$ cat src/sv/sradix_pkg.sv
// ----------------------------------------------------------------------------
// sradix_pkg
// Shared types and constants for the signed radix to symbol converter.
// ----------------------------------------------------------------------------
package sradix_pkg;

    localparam int SYM_W       = 8;
    localparam int TBL_ENTRIES = 16;
    localparam int TBL_IDX_W   = 4;
    localparam int TBL_BITS    = TBL_ENTRIES * SYM_W;
    localparam int CFG_IDX_W   = 2;
    localparam int CFG_DATA_W  = 64;
    localparam int BASE_LEN_W  = 5;
    localparam int IN_W        = 32;
    localparam int DIV_CHUNK   = 8;

    localparam logic [SYM_W-1:0] PLUS_BYTE  = 8'h2B;
    localparam logic [SYM_W-1:0] MINUS_BYTE = 8'h2D;

    localparam logic [BASE_LEN_W-1:0] BASE_LEN_RESET = 5'd10;

    localparam logic [CFG_IDX_W-1:0] CFG_SYMBOLS_LOW  = 2'd0;
    localparam logic [CFG_IDX_W-1:0] CFG_SYMBOLS_HIGH = 2'd1;
    localparam logic [CFG_IDX_W-1:0] CFG_BASE_LEN     = 2'd2;

    typedef struct packed {
        logic load;
        logic chk_step;
        logic div_step;
        logic emit_sign;
        logic emit_digit;
    } t_dp_cmd;

    typedef struct packed {
        logic out_free;
        logic chk_bad;
        logic chk_done;
        logic div_last;
        logic quo_zero;
        logic neg;
        logic last_digit;
    } t_dp_sts;

    function automatic logic [SYM_W-1:0] tbl_byte(
        input logic [TBL_BITS-1:0]  tbl,
        input logic [TBL_IDX_W-1:0] d
    );
        tbl_byte = tbl[SYM_W*d +: SYM_W];
    endfunction

endpackage

$ cat src/sv/sradix_dp.sv
// ----------------------------------------------------------------------------
// sradix_dp
// Datapath: configuration registers, table checker, chunked divider,
// digit stack and output register.
// ----------------------------------------------------------------------------
module sradix_dp import sradix_pkg::*; #(
    parameter int MAX_SYMBOLS = 16,
    parameter int VALUE_BITS  = 32
) (
    input  logic                  i_clk,
    input  logic                  i_rst_n,
    input  t_dp_cmd               i_cmd,
    output t_dp_sts               o_sts,
    input  logic [IN_W-1:0]       i_value,
    input  logic                  i_cfg_we,
    input  logic [CFG_IDX_W-1:0]  i_cfg_index,
    input  logic [CFG_DATA_W-1:0] i_cfg_data,
    output logic                  o_out_valid,
    input  logic                  i_out_ready,
    output logic [SYM_W-1:0]      o_symbol,
    output logic                  o_last
);

    localparam int DIG_W  = $clog2(MAX_SYMBOLS);
    localparam int PASSES = (VALUE_BITS + DIV_CHUNK - 1) / DIV_CHUNK;
    localparam int PAD_W  = PASSES * DIV_CHUNK;
    localparam int PASS_W = (PASSES > 1) ? $clog2(PASSES) : 1;
    localparam int CNT_W  = $clog2(VALUE_BITS + 1);

    logic [CFG_DATA_W-1:0] r_sym_low;
    logic [CFG_DATA_W-1:0] r_sym_high;
    logic [BASE_LEN_W-1:0] r_base_len;
    logic [TBL_BITS-1:0]   w_tbl;

    logic [TBL_IDX_W-1:0]  r_chk;
    logic [PAD_W-1:0]      r_quo;
    logic [DIG_W-1:0]      r_rem;
    logic [PASS_W-1:0]     r_pass;
    logic                  r_neg;
    logic [DIG_W-1:0]      r_stk [VALUE_BITS];
    logic [CNT_W-1:0]      r_cnt;

    logic                  r_out_valid;
    logic [SYM_W-1:0]      r_out_sym;
    logic                  r_out_last;

    logic [VALUE_BITS-1:0] w_raw;
    logic [VALUE_BITS-1:0] w_mag;
    logic                  w_chk_bad;
    logic [PAD_W-1:0]      n_quo;
    logic [DIG_W-1:0]      n_rem;
    logic                  w_out_free;
    logic                  w_div_last;

    assign w_tbl = {r_sym_high, r_sym_low};

    // configuration writes
    always_ff @(posedge i_clk) begin
        if (!i_rst_n) begin
            r_sym_low  <= '0;
            r_sym_high <= '0;
            r_base_len <= BASE_LEN_RESET;
        end else if (i_cfg_we) begin
            unique case (i_cfg_index)
                CFG_SYMBOLS_LOW:  r_sym_low  <= i_cfg_data;
                CFG_SYMBOLS_HIGH: r_sym_high <= i_cfg_data;
                CFG_BASE_LEN:     r_base_len <= i_cfg_data[BASE_LEN_W-1:0];
                default: ;
            endcase
        end
    end

    // magnitude of the input, read as a signed VALUE_BITS-bit value
    assign w_raw = i_value[VALUE_BITS-1:0];
    assign w_mag = w_raw[VALUE_BITS-1] ? (~w_raw + 1'b1) : w_raw;

    // radix range check; entry r_chk against sign bytes and earlier entries
    always_comb begin
        logic [SYM_W-1:0] b;
        b         = tbl_byte(w_tbl, r_chk);
        w_chk_bad = (r_base_len < BASE_LEN_W'(2))
                 || (r_base_len > BASE_LEN_W'(MAX_SYMBOLS))
                 || (b == PLUS_BYTE) || (b == MINUS_BYTE);
        for (int j = 0; j < TBL_ENTRIES; j++) begin
            if ((TBL_IDX_W'(j) < r_chk) && (tbl_byte(w_tbl, TBL_IDX_W'(j)) == b)) begin
                w_chk_bad = 1'b1;
            end
        end
    end

    // one chunk of restoring division by the radix
    always_comb begin
        logic [DIG_W:0]     t;
        logic [DIG_W-1:0]   rem;
        logic [DIV_CHUNK-1:0] top;
        logic [DIV_CHUNK-1:0] q;
        rem = (r_pass == '0) ? '0 : r_rem;
        top = r_quo[PAD_W-1 -: DIV_CHUNK];
        q   = '0;
        for (int k = DIV_CHUNK - 1; k >= 0; k--) begin
            t = {rem, top[k]};
            if (BASE_LEN_W'(t) >= r_base_len) begin
                t    = t - (DIG_W+1)'(r_base_len);
                q[k] = 1'b1;
            end
            rem = t[DIG_W-1:0];
        end
        n_rem = rem;
        n_quo = PAD_W'({r_quo, q});
    end

    assign w_div_last = (r_pass == PASS_W'(PASSES - 1));

    always_ff @(posedge i_clk) begin
        if (!i_rst_n) begin
            r_chk  <= '0;
            r_pass <= '0;
            r_cnt  <= '0;
        end else if (i_cmd.load) begin
            r_chk  <= '0;
            r_pass <= '0;
            r_cnt  <= '0;
        end else begin
            if (i_cmd.chk_step) begin
                r_chk <= r_chk + 1'b1;
            end
            if (i_cmd.div_step) begin
                if (w_div_last) begin
                    r_pass <= '0;
                    r_cnt  <= r_cnt + 1'b1;
                end else begin
                    r_pass <= r_pass + 1'b1;
                end
            end else if (i_cmd.emit_digit) begin
                r_cnt <= r_cnt - 1'b1;
            end
        end
    end

    // payload: magnitude, sign, remainder and digit stack
    always_ff @(posedge i_clk) begin
        if (i_cmd.load) begin
            r_quo <= PAD_W'(w_mag);
            r_neg <= w_raw[VALUE_BITS-1];
        end else if (i_cmd.div_step) begin
            r_quo <= n_quo;
            r_rem <= n_rem;
        end
        if (i_cmd.div_step && w_div_last) begin
            r_stk[0] <= n_rem;
            for (int i = 1; i < VALUE_BITS; i++) begin
                r_stk[i] <= r_stk[i-1];
            end
        end else if (i_cmd.emit_digit) begin
            for (int i = 0; i < VALUE_BITS - 1; i++) begin
                r_stk[i] <= r_stk[i+1];
            end
        end
    end

    // output register
    assign w_out_free = !r_out_valid || i_out_ready;

    always_ff @(posedge i_clk) begin
        if (!i_rst_n) begin
            r_out_valid <= 1'b0;
        end else if (i_cmd.emit_sign || i_cmd.emit_digit) begin
            r_out_valid <= 1'b1;
        end else if (i_out_ready) begin
            r_out_valid <= 1'b0;
        end
    end

    always_ff @(posedge i_clk) begin
        if (i_cmd.emit_sign) begin
            r_out_sym  <= MINUS_BYTE;
            r_out_last <= 1'b0;
        end else if (i_cmd.emit_digit) begin
            r_out_sym  <= tbl_byte(w_tbl, TBL_IDX_W'(r_stk[0]));
            r_out_last <= (r_cnt == CNT_W'(1));
        end
    end

    assign o_out_valid = r_out_valid;
    assign o_symbol    = r_out_sym;
    assign o_last      = r_out_last;

    assign o_sts.out_free   = w_out_free;
    assign o_sts.chk_bad    = w_chk_bad;
    assign o_sts.chk_done   = ({1'b0, r_chk} == (r_base_len - 1'b1));
    assign o_sts.div_last   = w_div_last;
    assign o_sts.quo_zero   = (n_quo == '0);
    assign o_sts.neg        = r_neg;
    assign o_sts.last_digit = (r_cnt == CNT_W'(1));

endmodule

$ cat src/sv/sradix_ctrl.sv
// ----------------------------------------------------------------------------
// sradix_ctrl
// Sequencer: table check, digit extraction, sign and digit output.
// ----------------------------------------------------------------------------
module sradix_ctrl import sradix_pkg::*; (
    input  logic    i_clk,
    input  logic    i_rst_n,
    input  logic    i_in_valid,
    output logic    o_in_ready,
    input  t_dp_sts i_sts,
    output t_dp_cmd o_cmd
);

    localparam logic [2:0] ST_IDLE   = 3'd0;
    localparam logic [2:0] ST_CHECK  = 3'd1;
    localparam logic [2:0] ST_DIVIDE = 3'd2;
    localparam logic [2:0] ST_SIGN   = 3'd3;
    localparam logic [2:0] ST_EMIT   = 3'd4;

    logic [2:0] r_state;
    logic [2:0] n_state;

    always_ff @(posedge i_clk) begin
        if (!i_rst_n) begin
            r_state <= ST_IDLE;
        end else begin
            r_state <= n_state;
        end
    end

    always_comb begin
        n_state = r_state;
        o_cmd   = '0;
        unique case (r_state)
            ST_IDLE: begin
                if (i_in_valid) begin
                    o_cmd.load = 1'b1;
                    n_state    = ST_CHECK;
                end
            end
            ST_CHECK: begin
                // drop the item on a bad table
                priority if (i_sts.chk_bad) begin
                    n_state = ST_IDLE;
                end else if (i_sts.chk_done) begin
                    n_state = ST_DIVIDE;
                end else begin
                    o_cmd.chk_step = 1'b1;
                end
            end
            ST_DIVIDE: begin
                o_cmd.div_step = 1'b1;
                if (i_sts.div_last && i_sts.quo_zero) begin
                    n_state = ST_SIGN;
                end
            end
            ST_SIGN: begin
                if (!i_sts.neg) begin
                    n_state = ST_EMIT;
                end else if (i_sts.out_free) begin
                    o_cmd.emit_sign = 1'b1;
                    n_state         = ST_EMIT;
                end
            end
            ST_EMIT: begin
                if (i_sts.out_free) begin
                    o_cmd.emit_digit = 1'b1;
                    if (i_sts.last_digit) begin
                        n_state = ST_IDLE;
                    end
                end
            end
            default: begin
                n_state = ST_IDLE;
            end
        endcase
    end

    assign o_in_ready = i_rst_n && (r_state == ST_IDLE);

endmodule

$ cat src/sv/signed_radix_to_symbols.sv
// ----------------------------------------------------------------------------
// signed_radix_to_symbols
// Converts a signed value to its digit symbols in a configured radix.
// ----------------------------------------------------------------------------
// Takes one signed value per transfer and emits its representation in radix
// base_len, most significant digit first, with a leading minus byte for
// negatives; each digit picks a byte from the 16-entry symbol table. The
// table is checked for every item (radix 2..MAX_SYMBOLS, distinct symbols,
// no plus or minus byte); an item with a bad table yields no output and ends
// in the check. One item is in work at a time. An item is taken, its table is
// checked entry by entry over the first base_len entries, and the divider,
// which retires eight quotient bits a cycle, extracts the digits onto a stack;
// a sign step then emits the minus byte for a negative value, and the digit
// symbols go out one per cycle while the output register is free. A stalled
// output holds the sequencer, and the next item is taken once the last symbol
// has gone into the output register.
// Configuration writes are taken on any cycle out of reset and must only
// occur while idle.
// ----------------------------------------------------------------------------
module signed_radix_to_symbols import sradix_pkg::*; #(
    parameter int MAX_SYMBOLS = 16,
    parameter int VALUE_BITS  = 32
) (
    input  logic                  i_clk,
    input  logic                  i_rst_n,
    input  logic                  i_in_valid,
    output logic                  o_in_ready,
    input  logic [IN_W-1:0]       i_value,
    output logic                  o_out_valid,
    input  logic                  i_out_ready,
    output logic [SYM_W-1:0]      o_symbol,
    output logic                  o_last,
    input  logic                  i_cfg_valid,
    output logic                  o_cfg_ready,
    input  logic [CFG_IDX_W-1:0]  i_cfg_index,
    input  logic [CFG_DATA_W-1:0] i_cfg_data
);

    t_dp_cmd w_cmd;
    t_dp_sts w_sts;

    assign o_cfg_ready = i_rst_n;

    sradix_ctrl u_ctrl (
        .i_clk      (i_clk),
        .i_rst_n    (i_rst_n),
        .i_in_valid (i_in_valid),
        .o_in_ready (o_in_ready),
        .i_sts      (w_sts),
        .o_cmd      (w_cmd)
    );

    sradix_dp #(
        .MAX_SYMBOLS (MAX_SYMBOLS),
        .VALUE_BITS  (VALUE_BITS)
    ) u_dp (
        .i_clk       (i_clk),
        .i_rst_n     (i_rst_n),
        .i_cmd       (w_cmd),
        .o_sts       (w_sts),
        .i_value     (i_value),
        .i_cfg_we    (i_cfg_valid),
        .i_cfg_index (i_cfg_index),
        .i_cfg_data  (i_cfg_data),
        .o_out_valid (o_out_valid),
        .i_out_ready (i_out_ready),
        .o_symbol    (o_symbol),
        .o_last      (o_last)
    );

endmodule

$ cat config.mk
export PLATFORM = sky130hd
export DESIGN_NAME = signed_radix_to_symbols
export DESIGN_NICKNAME = d
export VERILOG_FILES = /design/src/sv/sradix_pkg.sv /design/src/sv/sradix_dp.sv /design/src/sv/sradix_ctrl.sv /design/src/sv/signed_radix_to_symbols.sv
export SDC_FILE = /design/constraint.sdc
export NUM_CORES = 1
export LEC_CHECK = 0
export ABC_AREA = 1
export BUFFER_PORTS_ARGS = -buffer_cell sky130_fd_sc_hd__buf_2
export CAP_MARGIN = 10
export CORE_AREA = 2 2 175 262
export CTS_CLUSTER_SIZE = 25
export DETAILED_ROUTE_END_ITERATION = 8
export DIE_AREA = 0 0 177 264
export PLACE_DENSITY = 0.69
export REMOVE_ABC_BUFFERS = 1
export SLEW_MARGIN = 10
export SYNTH_ARGS = -nofsm -noshare
export SYNTH_HDL_FRONTEND = slang
export SYNTH_SLANG_ARGS = --single-unit
$ cat constraint.sdc
create_clock -name i_clk -period 14 [get_ports i_clk]
set_input_delay 4.2 -clock i_clk [delete_from_list [all_inputs] [get_ports i_clk]]
set_output_delay 4.2 -clock i_clk [all_outputs]
set_load 0.03 [all_outputs]
==> run summary, run 1 <==
* **post-DR wirelength/cell** 18.2 um
* **Top Ports** 115
* **depth of the worst register-to-register path** 74
* **average size of a mapped cell** 7.34 um^2
* **routability cong.** 0.946
* **dpl cell area** 20300 um^2
* **clock tree from TritonCTS** yes
* **floorplan row count** 95
* **average vias per placed instance** 5.50
* **Final setup viols** 0
* **count of hold buffers inserted by post-cts repair** 0
* **share of the cycle needed by the critical path after routing** 89.4%
* **result of the run** finished clean
* **CTS Buffer Depth** 3
* **Setup Total Neg Slack** 0 ns
* **clock period minus worst slack** 12.52 ns
* **Synth async-reset ratio** 0%
* **Area growth, synth to finish** 8.84%
* **commonest cells after routing, fill and taps aside** sky130_fd_sc_hd__nand2_1, sky130_fd_sc_hd__o21ai_0, sky130_fd_sc_hd__inv_1
* **clock latency on the worst-skew pair** 0.56 ns
* **final-layout fill cell count** 4543
* **RSZ-0062 raised after global routing** false
* **area of combinational cells with multiple inputs** 9840 um^2
* **Worst EP arrival** 13.00 ns
* **worst hold slack** 0.459 ns
* **wire length of the first global-routing pass** 94200 um
* **count of flip-flops with a built-in enable after synthesis** 165
* **Total Die Area** 46700 um^2
* **standard cell core area** 44600 um^2
* **count of port buffers added during placement** 114
* **Critical-path top delay cell** sky130_fd_sc_hd__dfxtp_1
* **number of different library cells in the post-synthesis netlist** 52
* **share of the yosys chip area belonging to registers** 41.1%
* **number of global-route vias before repair** 17.6k
* **antenna violations before repair** 1
* **CTS root buf** sky130_fd_sc_hd__clkbuf_16
* **category of the critical setup timing path** reg2reg
* **kind of capture point of the worst setup path** register
* **GRT Overall Usage** 25.5%
* **sinks on the clock net** 323
* **final count of pins violating max slew** 0
* **final net count** 2873
* **DRC violation count after routing** 0
* **maximum number of pins on one net before global-route repair** 105
* **clock-pin slew on the worst setup and hold paths** 0.06 ns
* **final setup skew** 0.0178 ns
* **starting density of the core** 44.3%
* **DR pass1 iterations** 6
* **post-placement cell count** 3257
* **HPWL reported at the end of detailed placement** 42100 um
* **iteration-0 DRC count of the detailed router** 1557
* **Largest stage delay, worst path** 0.35 ns
* **fraction of layout cells with a size suffix above 1** 9.67%
* **H-tree depth** 2
* **antenna viol nets, final** 0
* **synthesized cell area** 19700 um^2
* **transition time at the pin with the least slew margin** 1.20 ns
* **Finished Cell Area** 21500 um^2
* **CP Max Fanout** 10
* **class of the most critical hold timing path** reg2reg
* **leading cell type in the layout, fill and taps excluded** sky130_fd_sc_hd__nand2_1
* **data required time at the worst endpoint** 14.49 ns
* **final global-route overflow total** 0
* **Max-cap violations** 0
* **clock buffers created by TritonCTS** 34
* **routed wire length** 60500 um
* **hold-critical path depth** 0
* **number of non-filler instances in the completed layout** 3323
* **post-synthesis sequential element count** 323
* **Post-Synthesis Cells** 2688
* **die extent in y** 264 um
* **crit path launch type** register
* **die boundary width** 177 um
* **Primary FF master, synth** sky130_fd_sc_hd__edfxtp_1
* **max_slew headroom** 19.6%
* **Worst path most repeated cell** sky130_fd_sc_hd__nand2_1
* **area occupied by registers** 8120 um^2
* **count of warnings emitted by yosys** 0
* **routed vias** 18.3k
* **peak clock frequency supported by timing** 79.9 MHz
* **final hold violations** 0
[synth_stat cells (10+ instances only)]
| cell | number | area share (%) |
|---|---|---|
| sky130_fd_sc_hd__nand2_1 | 800 | 15 |
| sky130_fd_sc_hd__o21ai_0 | 318 | 8.1 |
| sky130_fd_sc_hd__inv_1 | 253 | 4.8 |
| sky130_fd_sc_hd__a21oi_1 | 247 | 6.3 |
| sky130_fd_sc_hd__edfxtp_1 | 165 | 25 |
| sky130_fd_sc_hd__dfxtp_1 | 158 | 16 |
| sky130_fd_sc_hd__nor2_1 | 153 | 2.9 |
| sky130_fd_sc_hd__nand3_1 | 133 | 3.4 |
| sky130_fd_sc_hd__clkbuf_1 | 93 | 1.8 |
| sky130_fd_sc_hd__xor2_1 | 62 | 2.8 |
| sky130_fd_sc_hd__ha_1 | 49 | 3.1 |
| sky130_fd_sc_hd__nor3_1 | 31 | 0.79 |
| sky130_fd_sc_hd__nand2_2 | 22 | 0.70 |
| sky130_fd_sc_hd__nand4_1 | 22 | 0.70 |
| sky130_fd_sc_hd__buf_6 | 18 | 1.0 |
| sky130_fd_sc_hd__xnor2_1 | 18 | 0.80 |
| sky130_fd_sc_hd__buf_1 | 10 | 0.19 |
[flip-flops by register name (all words and copies together), names as in the netlist]
register / flops
u_dp.r_stk: 128
u_dp.r_sym_high: 64
u_dp.r_sym_low: 64
u_dp.r_quo: 32
u_dp.o_symbol: 8
u_dp.r_cnt: 6
u_dp.r_base_len: 5
u_dp.r_chk: 4
u_dp.r_rem: 4
u_ctrl.r_state: 3
u_dp.r_pass: 2
u_dp.o_last: 1
u_dp.o_out_valid: 1
u_dp.r_neg: 1
[logic make-up after synthesis]
logic type / count (synthesis) / synth area share, %
simple gates: 1206 / 25.7
flops: 323 / 41.1
compound gates: 613 / 16.1
xor+xnor: 83 / 3.80
fa+ha+maj: 56 / 3.82
buf+inv: 407 / 9.52
[cell type report]
type / instances / area share (%)
multi-input cells: 1959 / 45.8
well taps: 582 / 3.39
clock inverters: 11 / 0.629
flip-flops and latches: 323 / 37.8
diodes: 1 / 0.0116
clock buffers: 51 / 4.35
inverters: 264 / 4.75
repair buffers: 132 / 3.30
[repair_timing]
| action | CTS | global route |
|---|---|---|
| buffers inserted | 0 | 2 |
| endpoints found under the setup margin | 0 | 12 |
| resized for setup | 0 | 15 |
[stage by stage]
| step | setup slack [ns] | util [%] |
|---|---|---|
| final | 1.48 | 48.2 |
| after global routing | 0.0506 | 48.2 |
| after CTS | 0.344 | 48.0 |
| after detailed placement | 0.452 | 45.6 |
| after global placement | 1.20 | 45.6 |
| after floorplan | 2.02 | - |
[critical path, delay by kind of cell, from the launching register on]
kind	cells	cell delay, ns
fa+ha+maj	8	2.48
flops	1	0.35
buf+inv	4	0.53
simple gates	35	4.19
compound gates	27	4.91
[worst paths after layout]
kind / start / end / slack (ns)
setup / recovery: u_dp.r_pass[0]$_SDFFE_PP0P_ / u_ctrl.r_state[1]$_SDFFE_PN0P_ / 1.48
hold reg to reg: u_dp.r_stk[15][0]$_DFFE_PP_ / u_dp.r_stk[15][4]$_DFFE_PP_ / 0.46
setup reg to reg: u_dp.r_pass[0]$_SDFFE_PP0P_ / u_ctrl.r_state[1]$_SDFFE_PN0P_ / 1.48
hold / removal: u_dp.r_stk[15][0]$_DFFE_PP_ / u_dp.r_stk[15][4]$_DFFE_PP_ / 0.46
[per-layer routing]
metal | track usage, % | part of all wire (%)
met4 | 16.8 | 7.0
met1 | 29.0 | 37
met2 | 44.1 | 50
met5 | 0 | 0
met3 | 3.34 | 5.9
Power of run 1 is not shown: default switching activity piles up to over one toggle a cycle in this logic, so the estimate is an artifact.
==> inputs of run 2 (changes only) <==
CTS_BUF_LIST = sky130_fd_sc_hd__clkbuf_8 sky130_fd_sc_hd__clkbuf_16   (was not set)
GPL_ROUTABILITY_DRIVEN = 0   (was not set)
==> run summary, run 2 (synthesis gave the netlist of run 1 again) <==
* **Worst path top cell family by delay** compound AO/OA/AOI/OAI gates
* **category of the critical setup timing path** reg2reg
* **worst reg2reg endpoint** u_ctrl.r_state[0]$_SDFFE_PN0P_
* **end of the worst hold path** u_dp.r_stk[15][5]$_DFFE_PP_
* **clock latency on the worst-skew pair** 0.56 ns, about the same
* **die extent in y** 264 um, unchanged
* **post-DR wirelength/cell** 17.8 um, -2.4%
* **final net count** 2875, +0.070%
* **floorplan row count** 95, unchanged
* **sinks on the clock net** 323, unchanged
* **hold-critical path depth** 0, unchanged
* **Setup WS pre-CTS** -0.0196 ns, -0.472 ns
* **CP Max Fanout** 10, unchanged
* **Total Die Area** 46700 um^2, unchanged
* **Max-cap violations** 0, unchanged
* **standard cell core area** 44600 um^2, unchanged
* **number of global-route vias before repair** 18.1k, +2.5%
* **CTS Buffer Depth** 3, unchanged
* **registers with the highest flip-flop counts** u_dp.r_stk x128, u_dp.r_sym_high x64, u_dp.r_sym_low x64
* **Critical-path top delay cell** sky130_fd_sc_hd__a221oi_1
* **class of the most critical hold timing path** reg2reg
* **die boundary width** 177 um, unchanged
* **kind of capture point of the worst setup path** register
* **clock period minus worst slack** 12.76 ns, +0.243 ns
* **maximum number of pins on one net before global-route repair** 102, -2.9%
* **wire length of the first global-routing pass** 92600 um, -1.6%
* **flip-flop count of the largest register after layout** 128, unchanged
* **fraction of layout cells with a size suffix above 1** 9.85%, +0.18 points
* **origin of the worst setup path** u_dp.r_pass[0]$_SDFFE_PP0P_
* **number of inserted diodes** 0, -1
* **Area growth, synth to finish** 9.50%
* **transition time at the pin with the least slew margin** 1.10 ns, -0.103 ns
* **count of port buffers added during placement** 114, unchanged
* **HPWL reported at the end of detailed placement** 40800 um, -3.3%
* **final hold violations** 0, unchanged
* **Final setup viols** 0, unchanged
* **Worst R2R Setup Slack** 1.24 ns, -0.24 ns
* **commonest cells after routing, fill and taps aside** sky130_fd_sc_hd__nand2_1, sky130_fd_sc_hd__o21ai_0, sky130_fd_sc_hd__inv_1
* **starting density of the core** 44.3%, unchanged
* **depth of the worst register-to-register path** 75, +1.4%
* **Hold Path Origin** u_dp.r_stk[15][1]$_DFFE_PP_
* **result of the run** finished clean
* **DR pass1 iterations** 8, +2
* **leading cell type in the layout, fill and taps excluded** sky130_fd_sc_hd__nand2_1
* **crit path launch type** register
* **Largest stage delay, worst path** 0.42 ns, +0.07 ns
* **data required time at the worst endpoint** 14.50 ns, about the same
* **share of the cycle needed by the critical path after routing** 91.1%, +1.7 points
* **RSZ-0062 raised after global routing** false
* **clock buffers created by TritonCTS** 35, +2.9%
* **routed wire length** 59100 um, -2.4%
* **Top Ports** 115, unchanged
* **Reg-to-Reg Start** u_dp.r_pass[0]$_SDFFE_PP0P_
* **register containing the most flip-flops in the final layout** u_dp.r_stk
* **Worst path most repeated cell** sky130_fd_sc_hd__nand2_1
* **H-tree depth** 2, unchanged
* **max_slew headroom** 26.1%, +6.5 points
* **peak clock frequency supported by timing** 78.4 MHz, -1.9%
* **clock-pin slew on the worst setup and hold paths** 0.06 ns, about the same
* **antenna violations before repair** 0, -1
* **final count of pins violating max slew** 0, unchanged
* **final setup skew** 0.0185 ns, +0.000732 ns
* **clock tree from TritonCTS** yes
* **routed vias** 18.5k, +0.98%
* **average vias per placed instance** 5.56, +0.95%
* **GRT Overall Usage** 24.8%, -0.71 points
* **antenna viol nets, final** 0, unchanged
* **buffering stage count on the worst path with inverters included** 5, +1
* **final-layout fill cell count** 4356, -4.1%
* **CTS root buf** sky130_fd_sc_hd__clkbuf_16
* **iteration-0 DRC count of the detailed router** 1699, +9.1%
* **Worst EP arrival** 13.26 ns, +0.26 ns
* **setup ws final** 1.24 ns, -0.243 ns
* **DRC violation count after routing** 0, unchanged
* **count of hold buffers inserted by post-cts repair** 0, unchanged
* **final global-route overflow total** 0, unchanged
-- run 2: cell count changes in the layout (fill, tap and decap cells not counted), moves of 4 or more --
cell / before / now
sky130_fd_sc_hd__bufinv_16: 0 / 4
sky130_fd_sc_hd__clkbuf_1: 15 / 0
sky130_fd_sc_hd__clkinv_1: 5 / 12
sky130_fd_sc_hd__inv_1: 251 / 256
-- run 2: per-layer routing --
metal,vias to the layer above,share of wire [%],GRT usage [%]
met1,8500,37,28.3
met2,816,48,42.0
li1,8890,-,-
met3,259,7.0,3.53
met5,-,0,0
met4,0,7.9,17.8
-- run 2: worst max-delay path by stage --
stage | to | slack (ns) | depth (start not counted)
5_1_grt | u_ctrl.r_state[0]$_SDFFE_PN0P_ | 0.1 | 75
3_3_place_gp | u_ctrl.r_state[1]$_SDFFE_PN0P_ | 1.09 | 74
3_5_place_dp | u_ctrl.r_state[0]$_SDFFE_PN0P_ | -0.02 | 75
4_1_cts | u_ctrl.r_state[0]$_SDFFE_PN0P_ | 0.18 | 76
6_report | u_ctrl.r_state[0]$_SDFFE_PN0P_ | 1.24 | 75
2_1_floorplan | u_dp.r_cnt[5]$_SDFFE_PP0P_ | 2.02 | 7
-- run 2: final cells by class --
| class | instances | area, um^2 | share of cell area [%] |
|---|---|---|---|
| Inverter | 264 | 1020 | 4.72 |
| Sequential cell | 323 | 8120 | 37.6 |
| Tap cell | 582 | 728 | 3.37 |
| Timing Repair Buffer | 133 | 716 | 3.31 |
| Clock buffer | 37 | 903 | 4.18 |
| Multi-Input combinational cell | 1959 | 9850 | 45.6 |
| Clock inverter | 26 | 282 | 1.30 |
-- run 2: worst reg2reg max path, delay by kind of cell (launching register included) --
| family | cells | cell delay (ns) |
|---|---|---|
| fa+ha+maj | 9 | 2.81 |
| compound gates | 26 | 5.01 |
| flops | 1 | 0.35 |
| simple gates | 35 | 3.89 |
| buf+inv | 5 | 0.62 |
-- run 2: through the flow --
stage               hold slack [ns]  cells  instance area, um^2  utilization, %  setup TNS, ns
CTS                           0.461   3320                21500            48.3              0
global route                  0.476   3324                21600            48.5              0
floorplan                     0.427   2545                18900               -              0
detailed placement            0.437   3257                20300            45.6        -0.0416
finish                        0.463   3324                21600            48.5              0
global placement              0.437   3257                20300            45.6              0
-- run 2: repair_timing --
action | in CTS | in global routing
setup buffers | 0 | 3
resized for setup | 2 | 15
gates cloned | 0 | 1
hold endpoints to repair | 0 | 0
setup endpoints to repair | 3 | 12
pin swaps | 0 | 1
Power of run 2 is left out for the same reason.
==> inputs of run 3 (changes only) <==
BUFFER_PORTS_ARGS = not set   (was -buffer_cell sky130_fd_sc_hd__buf_2)
DONT_BUFFER_PORTS = 1   (was not set)
HOLD_SLACK_MARGIN = 0.1   (was not set)
clock period = 11.05 ns   (was 14 ns; I/O delays follow)
==> run summary, run 3 (synthesis gave the netlist of run 1 again) <==
* **result of the run** finished clean
* **DR pass1 iterations** 7, -1
* **starting density of the core** 44.3%, unchanged
* **clock-pin slew on the worst setup and hold paths** 0.06 ns, about the same
* **core utilization of the finished layout** 49.6%, +1.1 points
* **floorplan row count** 95, unchanged
* **Top Ports** 115, unchanged
* **Total Die Area** 46700 um^2, unchanged
* **Worst EP arrival** 11.49 ns, -1.77 ns
* **Area growth, synth to finish** 11.9%
* **Hold Path Origin** u_dp.r_stk[15][2]$_DFFE_PP_
* **routed wire length** 60900 um, +3.1%
* **Setup Total Neg Slack** 0 ns, unchanged
* **class of the most critical hold timing path** reg2reg
* **Max-cap violations** 0, unchanged
* **max_slew headroom** 28.6%, +2.5 points
* **leading cell type in the layout, fill and taps excluded** sky130_fd_sc_hd__nand2_1
* **Worst path most repeated cell** sky130_fd_sc_hd__nand2_1
* **flip-flop count of the largest register after layout** 128, unchanged
* **final hold violations** 0, unchanged
* **iteration-0 DRC count of the detailed router** 1777, +4.6%
* **CP Max Fanout** 7, -3
* **hold-critical path depth** 0, unchanged
* **Largest stage delay, worst path** 0.35 ns, -0.07 ns
* **kind of capture point of the worst setup path** register
* **final net count** 2837, -1.3%
* **share of the cycle needed by the critical path after routing** 99.5%, +8.4 points
* **depth of the critical timing path with buffers and inverters included** 79, +5.3%
* **maximum number of pins on one net before global-route repair** 141, +38%
* **crit path launch type** register
* **setup ws final** 0.0552 ns, -1.18 ns
* **worst reg2reg endpoint** u_ctrl.r_state[0]$_SDFFE_PN0P_
* **die extent in y** 264 um, unchanged
* **CTS Buffer Depth** 3, unchanged
* **CTS root buf** sky130_fd_sc_hd__clkbuf_16
* **antenna viol nets, final** 0, unchanged
* **end of the worst hold path** u_dp.r_stk[15][6]$_DFFE_PP_
* **final setup skew** 0.0254 ns, +0.00687 ns
* **Worst path top cell family by delay** compound AO/OA/AOI/OAI gates
* **GRT Overall Usage** 24.9%, +0.17 points
* **final-layout fill cell count** 4275, -1.9%
* **Setup WS pre-CTS** -0.570 ns, -0.550 ns
* **clock tree from TritonCTS** yes
* **H-tree depth** 2, unchanged
* **Worst R2R Setup Slack** 0.06 ns, -1.18 ns
* **number of non-filler instances in the completed layout** 3288, -1.1%
* **post-DR wirelength/cell** 18.5 um, +4.3%
* **count of port buffers added during placement** 0, -100%
* **buffering stage count on the worst path with inverters included** 12, +7
* **sinks on the clock net** 323, unchanged
* **count of hold buffers inserted by post-cts repair** 0, unchanged
* **final count of pins violating max slew** 0, unchanged
* **Final setup viols** 0, unchanged
* **peak clock frequency supported by timing** 91.0 MHz, +16%
* **die boundary width** 177 um, unchanged
* **average vias per placed instance** 5.66, +1.8%
* **transition time at the pin with the least slew margin** 1.07 ns, -0.0311 ns
* **clock latency on the worst-skew pair** 0.56 ns, about the same
* **RSZ-0062 raised after global routing** true
* **Critical-path top delay cell** sky130_fd_sc_hd__a221oi_2
* **routed vias** 18.6k, +0.71%
* **clock period minus worst slack** 10.99 ns, -1.77 ns
* **standard cell core area** 44600 um^2, unchanged
* **final global-route overflow total** 0, unchanged
* **post-placement cell count** 3190, -2.1%
* **registers with the highest flip-flop counts** u_dp.r_stk x128, u_dp.r_sym_high x64, u_dp.r_sym_low x64
* **HPWL reported at the end of detailed placement** 40200 um, -1.3%
* **commonest cells after routing, fill and taps aside** sky130_fd_sc_hd__nand2_1, sky130_fd_sc_hd__o21ai_0, sky130_fd_sc_hd__inv_1
* **Reg-to-Reg Start** u_dp.r_pass[0]$_SDFFE_PP0P_
* **clock buffers created by TritonCTS** 35, unchanged
* **depth of the worst register-to-register path** 79, +5.3%
* **number of global-route vias before repair** 17.8k, -1.3%
* **antenna violations before repair** 2, +2
* **register containing the most flip-flops in the final layout** u_dp.r_stk
* **data required time at the worst endpoint** 11.54 ns, -2.96 ns
* **category of the critical setup timing path** reg2reg
* **wire length of the first global-routing pass** 93000 um, +0.40%
* **DRC violation count after routing** 0, unchanged
* **fraction of layout cells with a size suffix above 1** 11.5%, +1.7 points
==> run 3: timing repair <==
action / in CTS / in global routing
cloned: 0 / 2
pin swaps: 5 / 70
buffers inserted: 1 / 29
resized for setup: 13 / 114
hold endpoints to repair: 0 / 0
setup endpoints to repair: 12 / 12
==> run 3: routing by layer <==
layer  part of all wire (%)  track usage, %  vias up
met5                      0               0        -
met4                    7.3            17.4        0
met3                    7.8            4.61      254
met2                     49            42.0      888
met1                     36            28.2     8644
li1                       -               -     8810
==> run 3: final cells by class <==
type	count	area (um^2)	share of cell area (%)
Antenna cell	1	2.50	0.0113
Clock buffer	38	928	4.20
Clock inverter	26	332	1.50
Inverter	264	1020	4.63
Multi-Input combinational cell	1958	10200	46.1
Sequential cell	323	8120	36.8
Tap cell	582	728	3.30
Timing Repair Buffer	96	764	3.46
==> run 3: metrics by stage <==
step | hold slack, ns | area, um^2
CTS | 0.458 | 21400
floorplan | 0.427 | 18900
global route | 0.468 | 22100
global placement | 0.435 | 20100
detailed placement | 0.443 | 20100
finish | 0.456 | 22100
==> run 3: how the worst max path moves through the flow <==
stage | start | end | slack, ns
floorplan | u_dp.r_base_len[1]$_SDFFE_PN1P_ | u_ctrl.r_state[0]$_SDFFE_PN0P_ | -0.76
global placement | u_dp.r_pass[0]$_SDFFE_PP0P_ | u_ctrl.r_state[1]$_SDFFE_PN0P_ | 0.15
detailed placement | u_dp.r_pass[0]$_SDFFE_PP0P_ | u_ctrl.r_state[0]$_SDFFE_PN0P_ | -0.57
CTS | u_dp.r_pass[0]$_SDFFE_PP0P_ | u_ctrl.r_state[0]$_SDFFE_PN0P_ | 0.006
global route | u_dp.r_pass[0]$_SDFFE_PP0P_ | u_ctrl.r_state[1]$_SDFFE_PN0P_ | -0.74
finish | u_dp.r_pass[0]$_SDFFE_PP0P_ | u_ctrl.r_state[0]$_SDFFE_PN0P_ | 0.06
Power of run 3 is left out for the same reason.
